$ cat config.mk
export PLATFORM = sky130hd
export DESIGN_NAME = cle_outreg
export DESIGN_NICKNAME = d
export VERILOG_FILES = /design/src/rtl/cle_pkg.sv /design/src/rtl/cle_outreg.sv
export SDC_FILE = /design/constraint.sdc
export NUM_CORES = 1
export LEC_CHECK = 0
export ABC_CLOCK_PERIOD_IN_PS = 800
export BUFFER_PORTS_ARGS = -buffer_cell sky130_fd_sc_hd__buf_4
export CAP_MARGIN = 20
export CORE_MARGIN = 2
export CORE_UTILIZATION = 40
export DETAILED_ROUTE_END_ITERATION = 8
export PLACE_DENSITY = 0.78
export SLEW_MARGIN = 10
export SYNTH_ARGS = -nofsm -noshare
export SYNTH_HDL_FRONTEND = slang
export SYNTH_SLANG_ARGS = --single-unit
$ cat constraint.sdc
create_clock -name clock -period 0.8 [get_ports clock]
set_input_delay 0.24 -clock clock [delete_from_list [all_inputs] [get_ports clock]]
set_output_delay 0.24 -clock clock [all_outputs]
set_load 0.005 [all_outputs]
$ cat src/rtl/cle_pkg.sv
// ----------------------------------------------------------------------------
// cle_pkg: shared definitions for the cursor list editor
// Sizes, command and status codes, controller states and the structs that
// pass between the controller, the element memory and the output register.
// ----------------------------------------------------------------------------
package cle_pkg;

   localparam int CAPACITY = 1024;
   localparam int ADDR_W   = $clog2(CAPACITY);
   localparam int CNT_W    = $clog2(CAPACITY + 1);
   // Wide enough for a signed cursor plus a signed 32-bit offset.
   localparam int WIDE_W   = 34;

   localparam int ARG_W    = 32;
   localparam int FIELD_W  = 11;
   localparam int RSP_W    = 56;

   localparam logic [1:0] CMD_INSERT = 2'd0;
   localparam logic [1:0] CMD_MOVE   = 2'd1;
   localparam logic [1:0] CMD_ERASE  = 2'd2;
   localparam logic [1:0] CMD_READ   = 2'd3;

   localparam logic [1:0] STATUS_OK     = 2'd0;
   localparam logic [1:0] STATUS_FULL   = 2'd1;
   localparam logic [1:0] STATUS_AT_END = 2'd2;
   localparam logic [1:0] STATUS_RANGE  = 2'd3;

   typedef enum logic [1:0] {
      STATE_IDLE,
      STATE_EXEC,
      STATE_MOVE,
      STATE_RESULT
   } state_type;

   typedef struct packed {
      logic              we;
      logic [ADDR_W-1:0] waddr;
      logic [ARG_W-1:0]  wdata;
      logic              re;
      logic [ADDR_W-1:0] raddr;
   } mem_req_type;

   typedef struct packed {
      logic [1:0]         status;
      logic [FIELD_W-1:0] list_length;
      logic [FIELD_W-1:0] cursor_position;
      logic [ARG_W-1:0]   read_value;
   } result_type;

endpackage

$ cat src/rtl/cle_outreg.sv
// ----------------------------------------------------------------------------
// cle_outreg: result output register
// Holds one finished result item until the downstream side takes it.
// ----------------------------------------------------------------------------
module cle_outreg (
   input  logic                      clock,
   input  logic                      reset,
   input  logic                      load,
   input  cle_pkg::result_type       result,
   output logic                      free,
   output logic                      rsp_tvalid,
   input  logic                      rsp_tready,
   output logic [cle_pkg::RSP_W-1:0] rsp_tdata,
   output logic [1:0]                rsp_tuser
);
   import cle_pkg::*;

   logic       valid_ff, valid_in;
   result_type data_ff;

   assign free = !valid_ff || rsp_tready;

   always_comb begin
      valid_in = valid_ff;
      if (load) begin
         valid_in = 1'b1;
      end else if (rsp_tready) begin
         valid_in = 1'b0;
      end
   end

   always_ff @(posedge clock) begin
      if (reset) begin
         valid_ff <= 1'b0;
      end else begin
         valid_ff <= valid_in;
      end
   end

   always_ff @(posedge clock) begin
      if (load) begin
         data_ff <= result;
      end
   end

   assign rsp_tvalid = valid_ff;
   assign rsp_tuser  = data_ff.status;
   assign rsp_tdata  = {2'b00, data_ff.read_value, data_ff.cursor_position,
                        data_ff.list_length};

endmodule

==> results of run 1 <==
## cell usage after synthesis
library cell	count	area (um2)
dfxtp_1	1	20.0
a21oi_2	1	8.76
buf_4	2	15.0
nand2b_4	1	13.8
inv_1	1	3.75
edfxtp_1	56	1680
conb_1	1	3.75
## power by group
group          internal (W)  total, W  switching [W]
registers           0.00354   0.00362      0.0000761
logic              0.000486  0.000712       0.000226
clock network       0.00172   0.00280        0.00108
## per-stage QoR
| stage | cells | hold slack, ps | setup slack, ps | total power, W | cell area (um2) |
|---|---|---|---|---|---|
| 2_1_floorplan | 64 | 302 | 130 | 0.00372 | 1750 |
| 3_3_place_gp | 235 | 396 | -53.2 | 0.00435 | 2730 |
| 3_5_place_dp | 235 | 398 | -65.0 | 0.00438 | 2730 |
| 4_1_cts | 251 | 27.9 | -351 | 0.00722 | 2960 |
| 5_1_grt | 251 | 33.3 | -359 | 0.00741 | 2980 |
| 6_report | 251 | 53.9 | -327 | 0.00713 | 2980 |
## logic make-up (layout without fill, tap and decap cells)
group,count (synthesis),in the layout,synth area share [%]
other,1,2,0.215
AOI/OAI and AO/OA,1,1,0.502
and+or+nand+nor,1,1,0.788
buffers and inverters,3,138,1.07
DFF,57,57,97.4
## routing by layer
layer / up-vias / part of all wire, % / GRT usage (%)
li1: 508 / - / -
met1: 524 / 36 / 18.8
met2: 76 / 51 / 27.3
met3: 5 / 12 / 10.7
met4: 0 / 0.74 / 7.05
met5: - / 0 / 0
## layout make-up
class,instances,share of cell area (%)
clock buffer,9,4.16
multi-input combinational,4,1.01
sequential,57,57.3
tap,52,2.19
clock inverter,7,2.86
timing repair buffer,121,32.4
inverter,1,0.126
## state kept, by name, summed over array words and instances (netlist names)
| register | flops |
|---|---|
| rsp_tdata | 54 |
| rsp_tuser | 2 |
| rsp_tvalid | 1 |
## worst register-to-register path: stages (launching register included)
cell and delay (ps):
dfxtp_4 360, nand2b_4 60, a21oi_2 120
## worst paths after layout
| kind | from | end | slack (ps) |
|---|---|---|---|
| min | reset | rsp_tvalid | 50 |
| max reg2reg | rsp_tvalid | rsp_tvalid | 190 |
| min reg2reg | rsp_tvalid | rsp_tvalid | 510 |
| max | rsp_tdata[19] | rsp_tdata[19] | -330 |
## timing repair
item                       CTS  global route
hold endpoints to repair     0             0
cloned                       0             0
hold buffers                 0             0
resized for setup            6             4
setup endpoints to repair   58            58
==> impl_metrics.tcl, run 1 <==
set metrics [dict create \
    grt_max_degree 25 \
    setup_violations 58 \
    cts.path.max_buffers 2 \
    critPathKind "flop to output port" \
    path_buf_inv 1 \
    worst_path_largest_cell_delay_ps 420 \
    die-height_um 70.1 \
    via_count 1113 \
    ff2ff_path_depth 2 \
    hold_viol_final 0 \
    cts_max_level 3 \
    routed_via_density 4.43 \
    worstSetupEndpointType "output port" \
    synth.cell_area_mm2 0.00175 \
    p_per_area_mw_per_mm2 2400 \
    layout_commonest_cell "buf_4" \
    clkTransAtPathRegs_ps 60 \
    diodes 0 \
    min_period_over_period_pct 141 \
    firstDrtPassIters 4 \
    drv_cap 0 \
    cts_tree "built" \
    crit_cells 1 \
    drt_iter0_drc 80 \
    ir_worst_vdd_uv 1530 \
    rsz0062_at_grt "true" \
    ant_nets 0 \
    ys_warn_count 0 \
    antenna_found_initial 0 \
    critical_path_required_ps 560 \
    dieArea_mm2 0.00491 \
    multi_input_area_um2 30.0 \
    syn_avg_cell_area_um2 27.7 \
    post_cts_buffers 0 \
    gp_congestion 0.864 \
    maxSlewViolCount 0 \
    critical_path.cell_chain "buf_6" \
    cts_inserted_buffers 9 \
    drcViolationCount 0 \
    fill_cells 272 \
    critical_path.top_delay_family "flip-flops" \
    power.leakage_nw 1.28 \
    synth_sequential_area_ratio_pct 97.4 \
    start_util_pct 40.7 \
    worst_hold_path_type "input pin to flop" \
    grt_usage_pct 17.3 \
    whs_path_depth 2 \
    io_pins 120 \
    ys_ff_latch 57 \
    grt_overflow 0 \
    hpwl_um 3120 \
    seq_area_mm2 0.00171 \
    portBuffers 117 \
    final.setup_skew_ps 0 \
    mostFrequentLayoutCells "111 x buf_4, 56 x edfxtp_1, 9 x clkbuf_8" \
    cts.sinks 57 \
    wl_um 4050 \
    synthCells 63 \
    rows 24 \
    wl_per_cell_um 16.1 \
    dieWidth_um 70.1 \
    drive_above_1_share_pct 69.3 \
    core-area_mm2 0.00429 \
    tns_ps -15900 \
    grt_pass1_vias 1133 \
    cp_slowest_cell "edfxtp_1" \
    failed_checks "setup timing" \
    cts-root-buf "clkbuf_8" \
    grt_pass1_wl_um 6020 \
    synth.distinct_cells 7 \
    area_growth_pct 70.4 \
    crit_arrival_ps 890 \
    fmax_mhz 887 \
    finalNetCount 254 \
    fin_util_pct 69.3 \
    insertion_delay_ps 320 \
    start_kind "flop" \
    outcome "complete, but fails checks" \
    post-route-min-period_ps 1130 \
    setup_slack_ps -327 \
    critPathMaxFanout 1 \
]
Power figures use the tool's default switching activity.
==> run 2: changes to the inputs <==
--- a/config.mk
+++ b/config.mk
@@ -9,9 +9,9 @@
 export BUFFER_PORTS_ARGS = -buffer_cell sky130_fd_sc_hd__buf_4
 export CAP_MARGIN = 20
 export CORE_MARGIN = 2
-export CORE_UTILIZATION = 40
+export CORE_UTILIZATION = 35
 export DETAILED_ROUTE_END_ITERATION = 8
-export PLACE_DENSITY = 0.78
+export PLACE_DENSITY = 0.7
 export SLEW_MARGIN = 10
 export SYNTH_ARGS = -nofsm -noshare
 export SYNTH_HDL_FRONTEND = slang
==> impl_metrics.tcl, run 2 (synthesis gave the netlist of run 1 again) <==
set metrics [dict create \
    critical_path_required_ps 560 \
    p_seq_share_pct 48.3 \
    wl_um 3930 \
    grt_pass1_wl_um 5600 \
    dieArea_mm2 0.00557 \
    critical_path.cell_chain "buf_6" \
    dieWidth_um 74.6 \
    failed_checks "setup timing" \
    critPathKind "flop to output port" \
    ant_nets 0 \
    min_period_over_period_pct 141 \
    cts.sinks 57 \
    grt_overflow 0 \
    mostFrequentLayoutCells "93 x buf_4, 56 x edfxtp_1, 26 x buf_6" \
    fin_util_pct 64.9 \
    via_count 1085 \
    whs_path_depth 2 \
    cts_inserted_buffers 9 \
    r2r_slack_ps 70 \
    p_total_w 0.00752 \
    worstSetupEndpointType "output port" \
    area_growth_pct 76.6 \
    insertion_delay_ps 330 \
    wl_per_cell_um 14.8 \
    fmax_mhz 889 \
    maxSlewViolCount 0 \
    cp_slowest_cell "edfxtp_1" \
    routed_via_density 4.08 \
    start_kind "flop" \
    combPwrFrac_pct 10.0 \
    firstDrtPassIters 4 \
    grt_max_degree 28 \
    p_clk_share_pct 41.7 \
    start_util_pct 36.7 \
    outcome "complete, but fails checks" \
    gp_congestion 0.710 \
    worst_path_largest_cell_delay_ps 420 \
    path_buf_inv 1 \
    crit_cells 1 \
    cts.path.max_buffers 2 \
    cts_max_level 3 \
    io_pins 120 \
    finalNetCount 254 \
    design_area_mm2 0.00308 \
    setup_slack_ps -324 \
    placed_area_mm2 0.00275 \
    drt_iter0_drc 38 \
    switching_share_pct 18.7 \
    clkTransAtPathRegs_ps 60 \
    p_per_area_mw_per_mm2 2440 \
    rows 25 \
    drv_cap 0 \
    cts_tree "built" \
    core-area_mm2 0.00475 \
    p_switching_w 0.00141 \
    hold_viol_final 0 \
    ff2ff_path_depth 3 \
    antenna_found_initial 0 \
    grt_usage_pct 14.9 \
    rsz0062_at_grt "true" \
    crit_arrival_ps 880 \
    power.leakage_nw 1.32 \
    hold_buffers 0 \
    drcViolationCount 0 \
    portBuffers 117 \
    critical_path.top_delay_family "flip-flops" \
    critPathMaxFanout 1 \
    drive_above_1_share_pct 69.8 \
    post-route-min-period_ps 1120 \
    diodes 0 \
    ir_worst_vdd_uv 1520 \
    final.setup_skew_ps 0 \
    hold_slack_ps 49.1 \
    p_int_w 0.00611 \
    largest_reg_flops 54 \
    die-height_um 74.6 \
    grt_pass1_vias 1214 \
    worst_hold_path_type "input pin to flop" \
    setup_violations 58 \
    layout_commonest_cell "buf_4" \
    cts-root-buf "clkbuf_8" \
]
-- run 2: cell types whose count changed in the layout (fill, tap and decap cells not counted) --
cell and change:
clkinv_2 +1, clkinv_1 -1, clkinvlp_4 -1, bufinv_16 +1
dfxtp_4 -1, buf_4 -18, buf_6 +18, dfxtp_2 +1
-- run 2: worst paths after layout --
check           startpoint            end
min reg2reg     rsp_tvalid     rsp_tvalid
max reg2reg     rsp_tvalid     rsp_tvalid
max          rsp_tdata[37]  rsp_tdata[37]
min                  reset     rsp_tvalid
-- run 2: stage by stage --
stage,std cells,setup WS (ps),setup TNS [ps]
6_report,266,-324,-16060
5_1_grt,266,-361,-18440
4_1_cts,265,-342,-17540
3_5_place_dp,249,-74.2,-3380
3_3_place_gp,249,-55.6,-2500
2_1_floorplan,64,130,0
-- run 2: layer usage --
layer / vias to the layer above / part of all wire [%] / global-route usage, %
met5: - / 0 / 0
met4: 0 / 2.8 / 11.3
met3: 9 / 13 / 8.84
met2: 78 / 50 / 23.4
met1: 493 / 34 / 14.2
li1: 505 / - / -
-- run 2: cell type report --
cell class / instances / area (um2)
multi-input combinational: 4 / 30.0
sequential: 57 / 1700
tap: 67 / 83.8
clock buffer: 9 / 124
timing repair buffer: 121 / 1030
clock inverter: 7 / 109
inverter: 1 / 3.75
fill: 353 / 1670
-- run 2: timing repair --
action                                  CTS  global route
endpoints found under the hold margin     0             0
pin swaps                                 0             0
gates resized for setup                  11            16
endpoints found under the setup margin   58            58
setup buffers                             0             1
-- run 2: power groups by stage --
stage	sequential, W	clock, W	combinational (W)
finish	0.00363	0.00314	0.000749
global route	0.00366	0.00333	0.000803
CTS	0.00362	0.00322	0.000722
detailed placement	0.00368	0	0.000698
global placement	0.00367	0	0.000688
floorplan	0.00370	0	0.0000185
==> run 3: changes to the inputs <==
--- a/config.mk
+++ b/config.mk
@@ -5,6 +5,7 @@
 export SDC_FILE = /design/constraint.sdc
 export NUM_CORES = 1
 export LEC_CHECK = 0
+export ABC_AREA = 1
 export ABC_CLOCK_PERIOD_IN_PS = 800
 export BUFFER_PORTS_ARGS = -buffer_cell sky130_fd_sc_hd__buf_4
 export CAP_MARGIN = 20
==> impl_metrics.tcl, run 3 <==
set metrics [dict create \
    cp_slowest_cell "edfxtp_1" \
    startpoint "rsp_tdata[31]" \
    firstDrtPassIters 4 \
    yosysMostFrequentCell "edfxtp_1" \
    grt_pass1_vias 1074 \
    wl_um 3600 \
    synth_sequential_area_ratio_pct 97.6 \
    dieArea_mm2 0.00556 \
    routed_via_density 4.03 \
    largest_reg_flops 54 \
    grt_usage_pct 13.3 \
    cts_tree "built" \
    fmax_mhz 920 \
    hold_viol_final 0 \
    critical_path.cell_chain "buf_4" \
    async_flop_share_pct 0 \
    synth_top_area_share_pct 96.5 \
    placed_area_mm2 0.00275 \
    critical_path_required_ps 560 \
    p_switching_w 0.00127 \
    final.setup_skew_ps 0 \
    maxSlewViolCount 0 \
    cts.path.max_buffers 2 \
    grt_overflow 0 \
    min_period_over_period_pct 136 \
    fin_util_pct 62.1 \
    r2r_slack_ps 110 \
    crit_arrival_ps 850 \
    synthCells 64 \
    p_per_area_mw_per_mm2 2170 \
    grt_max_degree 27 \
    area_growth_pct 69.4 \
    instances_no_fill 267 \
    insertion_delay_ps 310 \
    post_cts_buffers 0 \
    cts_max_level 3 \
    cts_inserted_buffers 9 \
    gp_congestion 0.659 \
    synth_edf_count 56 \
    p_total_w 0.00640 \
    drv_cap 0 \
    setup_slack_ps -287 \
    antenna_found_initial 0 \
    mostFrequentLayoutCells "106 x buf_4, 56 x edfxtp_1, 13 x buf_6" \
    hold_buffers 0 \
    synth_top_cell_by_area "edfxtp_1" \
    drive_above_1_share_pct 68.0 \
    diodes 0 \
    ys_top_cells_by_area "edfxtp_1 96%, dfxtp_1 1.1%, buf_4 0.86%, a21oi_2 0.50%, inv_1 0.43%" \
    design_area_mm2 0.00295 \
    cts.sinks 57 \
    drcViolationCount 0 \
    critPathMaxFanout 1 \
    r2r_start "rsp_tvalid" \
    post-route-min-period_ps 1090 \
    rows 25 \
    worst_hold_path_type "input pin to flop" \
    p_clk_share_pct 32.2 \
    path_buf_inv 1 \
    grt_pass1_wl_um 5050 \
    outcome "complete, but fails checks" \
    die-height_um 74.6 \
    syn_avg_cell_area_um2 27.2 \
    p_seq_share_pct 56.5 \
    cts-root-buf "clkbuf_8" \
    drt_iter0_drc 27 \
    worst_path_largest_cell_delay_ps 380 \
    p_int_w 0.00512 \
    via_count 1076 \
    ys_warn_count 0 \
    clkTransAtPathRegs_ps 60 \
    setup_violations 58 \
    yosys-top-cells-count "56 x edfxtp_1, 2 x buf_4, 2 x inv_1" \
    start_util_pct 36.7 \
    ys_ff_latch 57 \
    ir_worst_vdd_uv 1770 \
    start_kind "flop" \
    portBuffers 117 \
    synth.distinct_cells 7 \
    synth_ff_type "edfxtp_1" \
    switching_share_pct 19.9 \
    critical_path.top_delay_family "flip-flops" \
    dieWidth_um 74.6 \
    worstSetupEndpointType "output port" \
    power.leakage_nw 1.27 \
    dp_cells 251 \
    core-area_mm2 0.00475 \
    critPathKind "flop to output port" \
    wl_per_cell_um 13.5 \
    failed_checks "setup timing" \
    synth.cell_area_mm2 0.00174 \
    combPwrFrac_pct 11.3 \
    io_pins 120 \
    rsz0062_at_grt "true" \
    layout_commonest_cell "buf_4" \
    finalNetCount 255 \
    ant_nets 0 \
    hpwl_um 2850 \
    worstHoldStart "reset" \
    fill_cells 366 \
]
-- run 3: layer usage --
metal  share of wire, %  GRT usage [%]  wire length [um]  up-vias
met5                  0              0                 0        -
met4                1.3           7.14                46        0
met3                 12           7.59               446        4
met2                 52           21.4              1870       72
met1                 34           13.7              1240      489
li1                   -              -                 -      511
-- run 3: timing repair --
item / 4_1_cts / 5_1_grt
pin swaps: 1 / 0
endpoints found under the setup margin: 58 / 58
resized for setup: 5 / 9
gates cloned: 0 / 0
-- run 3: worst paths after layout --
check | endpoint | depth (start not counted)
worst min-delay path | rsp_tvalid | 2
worst max register to register | rsp_tvalid | 3
worst min register to register | rsp_tvalid | 3
worst max-delay path | rsp_tdata[31] | 1
-- run 3: power groups by stage --
stage	clock network (W)	registers, W	logic, W
6_report	0.00206	0.00361	0.000722
5_1_grt	0.00226	0.00364	0.000772
4_1_cts	0.00214	0.00361	0.000716
3_5_place_dp	0	0.00367	0.000707
3_3_place_gp	0	0.00366	0.000687
2_1_floorplan	0	0.00370	0.0000169
-- run 3: cell families (layout without fill, tap and decap cells) --
logic type / after synthesis / count (layout) / share of synthesized area (%)
and+or+nand+nor: 1 / 1 / 0.359
other: 1 / 2 / 0.215
DFF: 57 / 57 / 97.6
buffers and inverters: 4 / 139 / 1.29
AOI/OAI and AO/OA: 1 / 1 / 0.503
-- run 3: stage by stage --
| step | TNS (ps) | hold WS [ps] | setup slack, ps |
|---|---|---|---|
| floorplan | 0 | 302 | 154 |
| global placement | -2400 | 396 | -50.8 |
| detailed placement | -3120 | 403 | -62.9 |
| CTS | -16160 | 52.5 | -309 |
| global route | -17540 | 48.2 | -322 |
| finish | -14910 | 69.5 | -287 |
-- run 3: area by class of cell --
| type | count | area [um2] | share of cell area (%) |
|---|---|---|---|
| Sequential cell | 57 | 1700 | 57.7 |
| Timing Repair Buffer | 121 | 982 | 33.3 |
| Clock buffer | 11 | 131 | 4.45 |
| Tap cell | 67 | 83.8 | 2.84 |
| Multi-Input combinational cell | 4 | 22.5 | 0.763 |
| Clock inverter | 5 | 22.5 | 0.763 |
| Inverter | 2 | 7.51 | 0.254 |
