==> config.mk <==
export PLATFORM = sky130hd
export DESIGN_NAME = cle_ctrl
export DESIGN_NICKNAME = d
export VERILOG_FILES = /design/src/rtl/cle_pkg.sv /design/src/rtl/cle_ctrl.sv
export SDC_FILE = /design/constraint.sdc
export NUM_CORES = 1
export LEC_CHECK = 0
export BUFFER_PORTS_ARGS = -buffer_cell sky130_fd_sc_hd__buf_2
export CORE_MARGIN = 2
export CORE_UTILIZATION = 55
export DETAILED_ROUTE_END_ITERATION = 12
export PLACE_DENSITY = 0.78
export RECOVER_POWER = 50
export REMOVE_ABC_BUFFERS = 1
export SLEW_MARGIN = 5
export SYNTH_ARGS = -nofsm -noshare
export SYNTH_HDL_FRONTEND = slang
export SYNTH_SLANG_ARGS = --single-unit
export TNS_END_PERCENT = 100
==> constraint.sdc <==
create_clock -name clock -period 8 [get_ports clock]
set_input_delay 0 -clock clock [delete_from_list [all_inputs] [get_ports clock]]
set_output_delay 0 -clock clock [all_outputs]
set_load 0.005 [all_outputs]
==> src/rtl/cle_pkg.sv <==
// ----------------------------------------------------------------------------
// cle_pkg: shared definitions for the cursor list editor
// Sizes, command and status codes, controller states and the structs that
// pass between the controller, the element memory and the output register.
// ----------------------------------------------------------------------------
package cle_pkg;

   localparam int CAPACITY = 1024;
   localparam int ADDR_W   = $clog2(CAPACITY);
   localparam int CNT_W    = $clog2(CAPACITY + 1);
   // Wide enough for a signed cursor plus a signed 32-bit offset.
   localparam int WIDE_W   = 34;

   localparam int ARG_W    = 32;
   localparam int FIELD_W  = 11;
   localparam int RSP_W    = 56;

   localparam logic [1:0] CMD_INSERT = 2'd0;
   localparam logic [1:0] CMD_MOVE   = 2'd1;
   localparam logic [1:0] CMD_ERASE  = 2'd2;
   localparam logic [1:0] CMD_READ   = 2'd3;

   localparam logic [1:0] STATUS_OK     = 2'd0;
   localparam logic [1:0] STATUS_FULL   = 2'd1;
   localparam logic [1:0] STATUS_AT_END = 2'd2;
   localparam logic [1:0] STATUS_RANGE  = 2'd3;

   typedef enum logic [1:0] {
      STATE_IDLE,
      STATE_EXEC,
      STATE_MOVE,
      STATE_RESULT
   } state_type;

   typedef struct packed {
      logic              we;
      logic [ADDR_W-1:0] waddr;
      logic [ARG_W-1:0]  wdata;
      logic              re;
      logic [ADDR_W-1:0] raddr;
   } mem_req_type;

   typedef struct packed {
      logic [1:0]         status;
      logic [FIELD_W-1:0] list_length;
      logic [FIELD_W-1:0] cursor_position;
      logic [ARG_W-1:0]   read_value;
   } result_type;

endpackage

==> src/rtl/cle_ctrl.sv <==
// ----------------------------------------------------------------------------
// cle_ctrl: gap buffer controller
// Elements before the cursor sit at the bottom of the memory, elements from
// the cursor onwards at the top; the gap lies between. Moves copy elements
// across the gap one per cycle.
// ----------------------------------------------------------------------------
module cle_ctrl (
   input  logic                     clock,
   input  logic                     reset,
   input  logic                     in_valid,
   output logic                     in_ready,
   input  logic [1:0]               in_cmd,
   input  logic [cle_pkg::ARG_W-1:0] in_arg,
   output cle_pkg::mem_req_type     mem_req,
   input  logic [cle_pkg::ARG_W-1:0] mem_rdata,
   input  logic                     out_free,
   output logic                     out_load,
   output cle_pkg::result_type      out_result
);
   import cle_pkg::*;

   state_type                state_ff, state_in;
   logic [1:0]               cmd_ff, cmd_in;
   logic signed [ARG_W-1:0]  arg_ff, arg_in;
   logic [CNT_W-1:0]         count_ff, count_in;
   logic [CNT_W-1:0]         cursor_ff, cursor_in;
   logic [1:0]               status_ff, status_in;
   logic [CNT_W-1:0]         remain_ff, remain_in;
   logic [ADDR_W-1:0]        src_ff, src_in;
   logic [ADDR_W-1:0]        dst_ff, dst_in;
   logic                     fwd_ff, fwd_in;
   logic                     wr_pend_ff, wr_pend_in;
   logic [ADDR_W-1:0]        wr_addr_ff, wr_addr_in;

   logic [CNT_W-1:0]         gap;
   logic                     full;
   logic                     read_ok;
   logic signed [WIDE_W-1:0] target;
   logic [CNT_W-1:0]         target_c;
   logic                     target_range;
   logic                     accept;

   assign accept = in_valid && in_ready;
   assign gap    = CNT_W'(CAPACITY) - count_ff;
   assign full   = (count_ff == CNT_W'(CAPACITY));
   assign read_ok = !arg_ff[ARG_W-1] && ({2'b00, arg_ff} < WIDE_W'(count_ff));

   // Clamp the move target to the ends of the list.
   always_comb begin
      target = $signed(WIDE_W'(cursor_ff)) + WIDE_W'(arg_ff);
      target_c = CNT_W'(target);
      target_range = 1'b0;
      if (target < 0) begin
         target_c = '0;
         target_range = 1'b1;
      end else if (target > $signed(WIDE_W'(count_ff))) begin
         target_c = count_ff;
         target_range = 1'b1;
      end
   end

   // Next state.
   always_comb begin
      state_in = state_ff;
      unique case (state_ff)
         STATE_IDLE: begin
            if (accept) begin
               state_in = STATE_EXEC;
            end
         end
         STATE_EXEC: begin
            if (cmd_ff == CMD_MOVE) begin
               state_in = STATE_MOVE;
            end else begin
               state_in = STATE_RESULT;
            end
         end
         STATE_MOVE: begin
            if (remain_ff == '0) begin
               state_in = STATE_RESULT;
            end
         end
         STATE_RESULT: begin
            if (out_free) begin
               state_in = STATE_IDLE;
            end
         end
         default: state_in = STATE_IDLE;
      endcase
   end

   // Datapath and outputs.
   always_comb begin
      cmd_in     = cmd_ff;
      arg_in     = arg_ff;
      count_in   = count_ff;
      cursor_in  = cursor_ff;
      status_in  = status_ff;
      remain_in  = remain_ff;
      src_in     = src_ff;
      dst_in     = dst_ff;
      fwd_in     = fwd_ff;
      wr_pend_in = 1'b0;
      wr_addr_in = wr_addr_ff;
      in_ready   = 1'b0;
      out_load   = 1'b0;

      // A pending copy write lands in the cycle after its read was issued.
      mem_req.we    = wr_pend_ff;
      mem_req.waddr = wr_addr_ff;
      mem_req.wdata = mem_rdata;
      mem_req.re    = 1'b0;
      mem_req.raddr = src_ff;

      out_result.status          = status_ff;
      out_result.list_length     = FIELD_W'(count_ff);
      out_result.cursor_position = FIELD_W'(cursor_ff);
      out_result.read_value      = (cmd_ff == CMD_READ && status_ff == STATUS_OK) ?
                                   mem_rdata : '0;

      unique case (state_ff)
         STATE_IDLE: begin
            in_ready = 1'b1;
            if (accept) begin
               cmd_in = in_cmd;
               arg_in = in_arg;
            end
         end
         STATE_EXEC: begin
            status_in = STATUS_OK;
            unique case (cmd_ff)
               CMD_INSERT: begin
                  // The new element heads the upper part of the buffer.
                  if (full) begin
                     status_in = STATUS_FULL;
                  end else begin
                     mem_req.we    = 1'b1;
                     mem_req.waddr = ADDR_W'(gap + cursor_ff - CNT_W'(1));
                     mem_req.wdata = arg_ff;
                     count_in      = count_ff + CNT_W'(1);
                  end
               end
               CMD_ERASE: begin
                  // Dropping the head of the upper part widens the gap.
                  if (cursor_ff == count_ff) begin
                     status_in = STATUS_AT_END;
                  end else begin
                     count_in = count_ff - CNT_W'(1);
                  end
               end
               CMD_READ: begin
                  if (read_ok) begin
                     mem_req.re = 1'b1;
                     if ({2'b00, arg_ff} < WIDE_W'(cursor_ff)) begin
                        mem_req.raddr = arg_ff[ADDR_W-1:0];
                     end else begin
                        mem_req.raddr = arg_ff[ADDR_W-1:0] + gap[ADDR_W-1:0];
                     end
                  end else begin
                     status_in = STATUS_RANGE;
                  end
               end
               CMD_MOVE: begin
                  if (target_range) begin
                     status_in = STATUS_RANGE;
                  end
                  cursor_in = target_c;
                  if (target_c > cursor_ff) begin
                     fwd_in    = 1'b1;
                     remain_in = target_c - cursor_ff;
                     src_in    = ADDR_W'(cursor_ff + gap);
                     dst_in    = ADDR_W'(cursor_ff);
                  end else begin
                     fwd_in    = 1'b0;
                     remain_in = cursor_ff - target_c;
                     src_in    = ADDR_W'(cursor_ff - CNT_W'(1));
                     dst_in    = ADDR_W'(cursor_ff - CNT_W'(1) + gap);
                  end
               end
               default: status_in = STATUS_OK;
            endcase
         end
         STATE_MOVE: begin
            if (remain_ff != '0) begin
               mem_req.re    = 1'b1;
               mem_req.raddr = src_ff;
               wr_pend_in    = 1'b1;
               wr_addr_in    = dst_ff;
               remain_in     = remain_ff - CNT_W'(1);
               if (fwd_ff) begin
                  src_in = src_ff + ADDR_W'(1);
                  dst_in = dst_ff + ADDR_W'(1);
               end else begin
                  src_in = src_ff - ADDR_W'(1);
                  dst_in = dst_ff - ADDR_W'(1);
               end
            end
         end
         STATE_RESULT: begin
            out_load = out_free;
         end
         default: in_ready = 1'b0;
      endcase
   end

   always_ff @(posedge clock) begin
      if (reset) begin
         state_ff   <= STATE_IDLE;
         count_ff   <= '0;
         cursor_ff  <= '0;
         wr_pend_ff <= 1'b0;
      end else begin
         state_ff   <= state_in;
         count_ff   <= count_in;
         cursor_ff  <= cursor_in;
         wr_pend_ff <= wr_pend_in;
      end
   end

   always_ff @(posedge clock) begin
      cmd_ff     <= cmd_in;
      arg_ff     <= arg_in;
      status_ff  <= status_in;
      remain_ff  <= remain_in;
      src_ff     <= src_in;
      dst_ff     <= dst_in;
      fwd_ff     <= fwd_in;
      wr_addr_ff <= wr_addr_in;
   end

endmodule

==> metrics.yaml, run 1 <==
outcome:
  outcome: "complete, but fails checks"
  failed_checks: "hold timing, capacitance limit, slew limit"
yosys:
  syn_area_um2: 11100
  yosys_warnings: 0
  synthArstFlopShare: 0
  synth_edf_count: 78
  ys_seq_area_frac: 0.257
  synth.distinct_cells: 80
  ys_seq_elements: 103
  synth_ff_type: "edfxtp_1"
  syn_inst: 1345
  avgSynthCellArea_um2: 8.23
cells_and_area:
  nNetsFinal: 1743
  fin_area_um2: 12900
  multi_input_area_um2: 7740
  layout_common_cells: "nand2_1 (176), buf_2 (165), ha_1 (124), a21oi_1 (100), nor2_1 (96)"
  n_fill_cell: 1755
  layout-drive-gt1-share: 0.148
  antennaDiodeCount: 0
  area_growth_pct: 16.1
  seqCellArea_um2: 2840
  utilization: 0.656
  final_common_cell: "nand2_1"
power_and_ir_drop:
  cellPowerDensity_nw_per_um2: 325
  ir_worst_vdd_mv: 0.180
  p_leak_nw: 5.50
  swShare: 0.467
  internal_power_mw: 2.23
  clockPowerShare: 0.110
  p_sw_mw: 1.95
  combPwrFrac: 0.644
  power_frac_seq: 0.246
route:
  dr.first_iter.drc_count: 894
  routed.top_layer: "met5"
  dr_wl_met3_um: 2950
  drcViolationCount: 0
  vias: 10900
  detail-route-antenna-nets: 0
  wl_per_cell_um: 20.0
  wl_met1_um: 15000
  wl_met2_um: 16800
  vias_per_cell: 6.03
  dr.pass1.iters: 5
  wl_um: 36100
setup_path:
  path_class: "flop to flop"
  critPathMaxFanout: 15
  cp.arrival_ns: 7.65
  timing.critical_path.to_type: "flop"
  critPathRequiredTime_ns: 8.13
  reg2reg_slack_ns: 0.48
  startpoint_type: "flop"
timing:
  finalCritPeriodShare: 0.941
  timing.slew.headroom: -0.406
  slew_violations: 39
  worstMarginPinSlew_ns: 2.11
  fmax_ghz: 0.133
  setup_tns_ns: 0
  setup-violations-final: 0
  rsz0062_at_grt: "no"
  hold_violations: 2
  clock_skew_ns: 0.0125
  layout_min_cycle_time_ns: 7.52
  hold_ws_ns: -0.000758
cts:
  cts.clk_slew.worst_paths_ns: 0.09
  post_cts_buffers: 0
  cts_inserted_buffers: 9
  htreeDepth: 3
  cts_tree: "yes"
  cts_root_buffer: "clkbuf_16"
  cts_sinks: 103
  cts_buffer_depth: 2
  clk-insertion-delay-late_ns: 0.37
grt:
  overflow: 0
  grt_max_degree: 66
  grt_pass1_wl_um: 56700
  antenna_found_initial: 2
  track_usage: 0.334
  grt_pass1_vias: 10500
floorplan:
  die_h_um: 146
  core_um2: 19600
  rows: 51
  die_w_um: 146
  initial_utilization: 0.565
  die_area_um2: 21300
  io_pins: 182
run:
  max_cap_violations: 2
placed_design:
  gp_congestion: 0.982
  dp_hpwl_um: 27800
  postPlaceCellArea_um2: 12300
  numPortBuffers: 181
hold_path:
  min_path_type: "input port to flop"
## worst paths after layout
| kind | endpoint | from | cells past startpoint |
|---|---|---|---|
| max | remain_ff[7]$_DFFE_PP_ | cursor_ff[5]$_SDFFE_PP0P_ | 26 |
| max reg2reg | remain_ff[7]$_DFFE_PP_ | cursor_ff[5]$_SDFFE_PP0P_ | 26 |
| min reg2reg | wr_addr_ff[6]$_DFFE_PP_ | dst_ff[6]$_DFFE_PP_ | 0 |
| min | count_ff[6]$_SDFFE_PP0P_ | reset | 2 |
## power groups by stage
| stage | clock [mW] | combinational (mW) | sequential, mW |
|---|---|---|---|
| after global routing | 0.484 | 2.98 | 1.05 |
| final | 0.459 | 2.70 | 1.03 |
| after detailed placement | 0 | 2.64 | 1.03 |
| after floorplan | 0 | 1.95 | 0.982 |
| after global placement | 0 | 2.57 | 1.03 |
| after CTS | 0.465 | 2.67 | 1.02 |
## critical path, cell delays in order (launching register included)
cell      delay, ns
dfxtp_1        0.58
inv_1          0.23
ha_1           0.46
nor2b_1        0.10
nor2_1         0.30
nand2_1        0.19
xnor2_1        0.35
ha_1           0.32
a21oi_1        0.15
nor2b_1        0.05
o21ai_0        0.13
a31oi_1        0.14
a2111o_1       0.44
nor4_4         0.33
nand4_4        0.30
or3_4          0.48
and3_1         0.19
ha_1           0.37
a21oi_1        0.25
a21oi_1        0.13
o21a_1         0.22
o31ai_4        0.26
inv_2          0.08
mux2i_1        0.22
o21ai_0        0.16
or4b_2         0.64
and3_1         0.18
## timing repair
item / in CTS / in global routing
endpoints found under the setup margin: 0 / 1
hold endpoints to repair: 34 / 0
gates resized for setup: 0 / 2
hold buffers: 34 / 0
## routing by layer
metal / GRT usage / vias to the layer above
li1: - / 5205
met1: 0.436 / 5121
met2: 0.551 / 508
met3: 0.0621 / 81
met4: 0.126 / 2
met5: 0 / -
## per-stage QoR
stage	hold slack (ns)	worst slack, ns	power [mW]	instances
floorplan	0.0724	-0.668	2.93	1287
global placement	0.176	0.687	3.60	1759
detailed placement	0.178	0.550	3.67	1759
CTS	0.00108	0.504	4.16	1809
global route	0.00437	0.0232	4.52	1809
finish	-0.000758	0.476	4.18	1809
## sequential cells by signal, indices dropped and copies added (netlist names)
name / count
wr_pend_ff: 1
src_ff: 10
fwd_ff: 1
status_ff: 2
arg_ff: 32
wr_addr_ff: 10
count_ff: 11
cursor_ff: 11
remain_ff: 11
cmd_ff: 2
dst_ff: 10
state_ff: 2
## cell type report
type                    instances  share of cell area
repair buffers                241               0.108
clock buffers                  10              0.0186
well taps                     265              0.0258
multi-input cells            1114               0.602
inverters                      70              0.0204
flip-flops and latches        103               0.221
clock inverters                 6             0.00399
## cell families after synthesis
family,count (synthesis),synth area share
mux,39,0.0362
buf+inv,128,0.0458
flops,103,0.257
fa+ha+maj,134,0.158
compound gates,341,0.199
simple gates,493,0.220
xor+xnor,107,0.0847
## synth_stat cells, types with 21 or more instances
| library cell | number | area [um^2] |
|---|---|---|
| nor2b_1 | 21 | 131 |
| xnor2_1 | 70 | 613 |
| inv_1 | 69 | 259 |
| xor2_1 | 37 | 324 |
| a21o_1 | 23 | 173 |
| nor3_1 | 34 | 170 |
| clkbuf_1 | 47 | 176 |
| ha_1 | 125 | 1560 |
| a211oi_1 | 23 | 173 |
| o21ai_0 | 77 | 385 |
| nor2_1 | 96 | 360 |
| a21oi_1 | 101 | 505 |
| mux2i_1 | 31 | 310 |
| nand2_1 | 177 | 664 |
| dfxtp_1 | 25 | 500 |
| edfxtp_1 | 78 | 2340 |
| and2_1 | 46 | 288 |
| nand3_1 | 22 | 110 |
No activity file was read; power rests on OpenSTA's default activity.
==> run 2, diff against run 1 <==
CORE_MARGIN = 10   (was 2)
MAX_ROUTING_LAYER = met4   (was default)
==> run 2 against run 1 <==
Compared with the run above: the flow finishes with violations (capacitance limit, slew limit); first-iteration DRC count grew 8.5%; critical path depth rose by 1; highest routed layer is now met4; sequential share of layout area is essentially flat; global-route usage decreased by 5.6 points; cell count is 0.17% higher; sequential power about the same; non-clock buffer count unchanged; utilization down 0.23 points; total power decreased by 0.27%.
==> metrics.yaml, run 2 (synthesis results as in run 1) <==
hold_path:
  min_path_type: "input port to flop"
placed_design:
  dp.cells: 1758  # -0.057%
  dp_hpwl_um: 28700  # +3.4%
  postPlaceCellArea_um2: 12300  # about the same
  gp_congestion: 1.01  # +3.3%
  numPortBuffers: 181  # unchanged
cts:
  htreeDepth: 3  # unchanged
  cts_root_buffer: "clkbuf_16"
  cts_sinks: 103  # unchanged
  cts_inserted_buffers: 9  # unchanged
  post_cts_buffers: 0  # unchanged
  cts_buffer_depth: 2  # unchanged
  cts.clk_slew.worst_paths_ns: 0.08  # about the same
  cts_tree: "yes"
  clk-insertion-delay-late_ns: 0.37  # about the same
timing:
  finalCritPeriodShare: 0.935  # -0.00516
  timing.slew.headroom: -0.427  # -0.0212
  worstMarginPinSlew_ns: 2.14  # +0.0318 ns
  hold_violations: 0  # -2
  hold_ws_ns: 0.107  # +0.107 ns
  clock_skew_ns: 0.0106  # -0.00187 ns
  slew_violations: 71  # +82%
  rsz0062_at_grt: "no"
  setup-violations-final: 0  # unchanged
  fmax_ghz: 0.134  # +0.55%
  layout_min_cycle_time_ns: 7.48  # -0.0413 ns
cells_and_area:
  layout_common_cells: "nand2_1 (176), buf_2 (154), ha_1 (124), a21oi_1 (100), nor2_1 (96)"
  layout-drive-gt1-share: 0.141  # -0.00648
  area_growth_pct: 16.1  # about the same
  largest_reg_flops: 32  # unchanged
  fin_area_um2: 12900  # about the same
  utilization: 0.654  # -0.00226
  stdcell_count: 1812  # +0.17%
  nNetsFinal: 1743  # unchanged
  top_register: "arg_ff"
  final_common_cell: "nand2_1"
setup_path:
  crit_start: "cursor_ff[0]$_SDFFE_PP0P_"
  rr_startpoint: "cursor_ff[0]$_SDFFE_PP0P_"
  startpoint_type: "flop"
  cp.arrival_ns: 7.60  # -0.05 ns
  rr_endpoint: "remain_ff[7]$_DFFE_PP_"
  cp-endpoint: "remain_ff[7]$_DFFE_PP_"
  path_class: "flop to flop"
  critPathMaxFanout: 9  # -6
  reg2reg_slack_ns: 0.52  # +0.04 ns
  r2r_cells: 27  # +3.8%
  timing.critical_path.to_type: "flop"
  critPathRequiredTime_ns: 8.12  # about the same
route:
  wl_met1_um: 15500  # +3.6%
  wl_met2_um: 17200  # +1.9%
  vias: 10800  # -1.1%
  wl_um: 36800  # +2.0%
  wl_per_cell_um: 20.3  # +1.8%
  detail-route-antenna-nets: 0  # unchanged
  routed.top_layer: "met4"
  dr.pass1.iters: 5  # unchanged
  dr.first_iter.drc_count: 970  # +8.5%
  vias_per_cell: 5.96  # -1.2%
  dr_wl_met3_um: 2930  # -0.68%
  drcViolationCount: 0  # unchanged
floorplan:
  io_pins: 182  # unchanged
  core_um2: 19700  # +0.33%
  die_w_um: 162  # +11%
  die_area_um2: 26200  # +23%
  initial_utilization: 0.563  # -0.00183
  rows: 51  # unchanged
  die_h_um: 162  # +11%
power_and_ir_drop:
  power_mw: 4.17  # -0.27%
  p_leak_nw: 5.45  # -0.84%
  cellPowerDensity_nw_per_um2: 325  # -0.25%
  ir_worst_vdd_mv: 0.189  # +5.0%
grt:
  grt_pass1_wl_um: 56900  # +0.27%
  grt_pass1_vias: 10600  # +0.71%
  overflow: 0  # unchanged
  grt_max_degree: 66  # unchanged
  antenna_found_initial: 4  # +2
  track_usage: 0.278  # -0.0561
run:
  max_cap_violations: 3  # +1
outcome:
  outcome: "complete, but fails checks"
  failed_checks: "capacitance limit, slew limit"
run 2: cell count changes in the layout (fill, tap and decap cells not counted), moves of 3 or more:
cell / previous run / this run
and2_0: 19 / 12
and2_1: 27 / 34
buf_2: 165 / 154
clkbuf_1: 26 / 38
diode_2: 0 / 3
run 2: report_power, final:
part	internal [mW]	switching (mW)	total (mW)
registers	0.860	0.166	1.03
logic	1.14	1.54	2.69
clock network	0.220	0.242	0.461
total	2.22	1.95	4.17
run 2: how the worst min path moves through the flow:
stage / startpoint / end / slack [ns] / depth (start not counted)
floorplan: reset / count_ff[0]$_SDFFE_PP0P_ / 0.07 / 1
global route: out_free / state_ff[0]$_SDFFE_PP0P_ / 0.13 / 5
CTS: out_free / state_ff[0]$_SDFFE_PP0P_ / 0.10 / 5
detailed placement: in_arg[17] / arg_ff[17]$_DFFE_PP_ / 0.18 / 1
global placement: in_arg[16] / arg_ff[16]$_DFFE_PP_ / 0.18 / 1
finish: out_free / state_ff[0]$_SDFFE_PP0P_ / 0.11 / 5
run 2: per-layer routing:
layer | track usage | up-vias
li1 | - | 5217
met1 | 0.340 | 5001
met2 | 0.445 | 498
met3 | 0.0569 | 86
met4 | 0.106 | 0
met5 | - | -
run 2: layout make-up:
type / instances / area, um^2
inverter: 70 / 263
clock inverter: 7 / 61.3
clock buffer: 9 / 225
sequential: 103 / 2850
tap: 265 / 332
timing repair buffer: 241 / 1370
multi-input combinational: 1114 / 7750
fill: 1731 / 6800
antenna: 3 / 7.51
run 2: worst max-delay path, cell delays in order, from the launching register on:
cell and delay (ns):
dfxtp_1 0.56, ha_1 0.24, inv_1 0.06, fa_1 0.41, o21bai_1 0.22, o211ai_1 0.24
a21oi_1 0.27, nor2_1 0.10, xor2_1 0.25, ha_1 0.31, a211oi_1 0.24, a31oi_1 0.17
a2111o_1 0.45, nor4_4 0.33, nand4_4 0.21, or3_4 0.44, and3_1 0.19, ha_1 0.36
nand3_1 0.13, o21bai_1 0.13, a21oi_1 0.10, o21a_1 0.22, o31ai_4 0.25, inv_2 0.11
mux2i_1 0.23, o21ai_0 0.16, or4b_2 0.67, and3_1 0.19
run 2: metrics by stage:
step                TNS, ns  worst slack (ns)
floorplan             -1.33            -0.668
global placement          0             0.763
detailed placement        0             0.488
CTS                       0             0.463
global route              0            0.0287
finish                    0             0.517
run 2: what timing repair did:
item | 4_1_cts | 5_1_grt
endpoints found under the setup margin | 0 | 1
hold buffers | 35 | 0
hold endpoints to repair | 43 | 0
resized for setup | 0 | 4
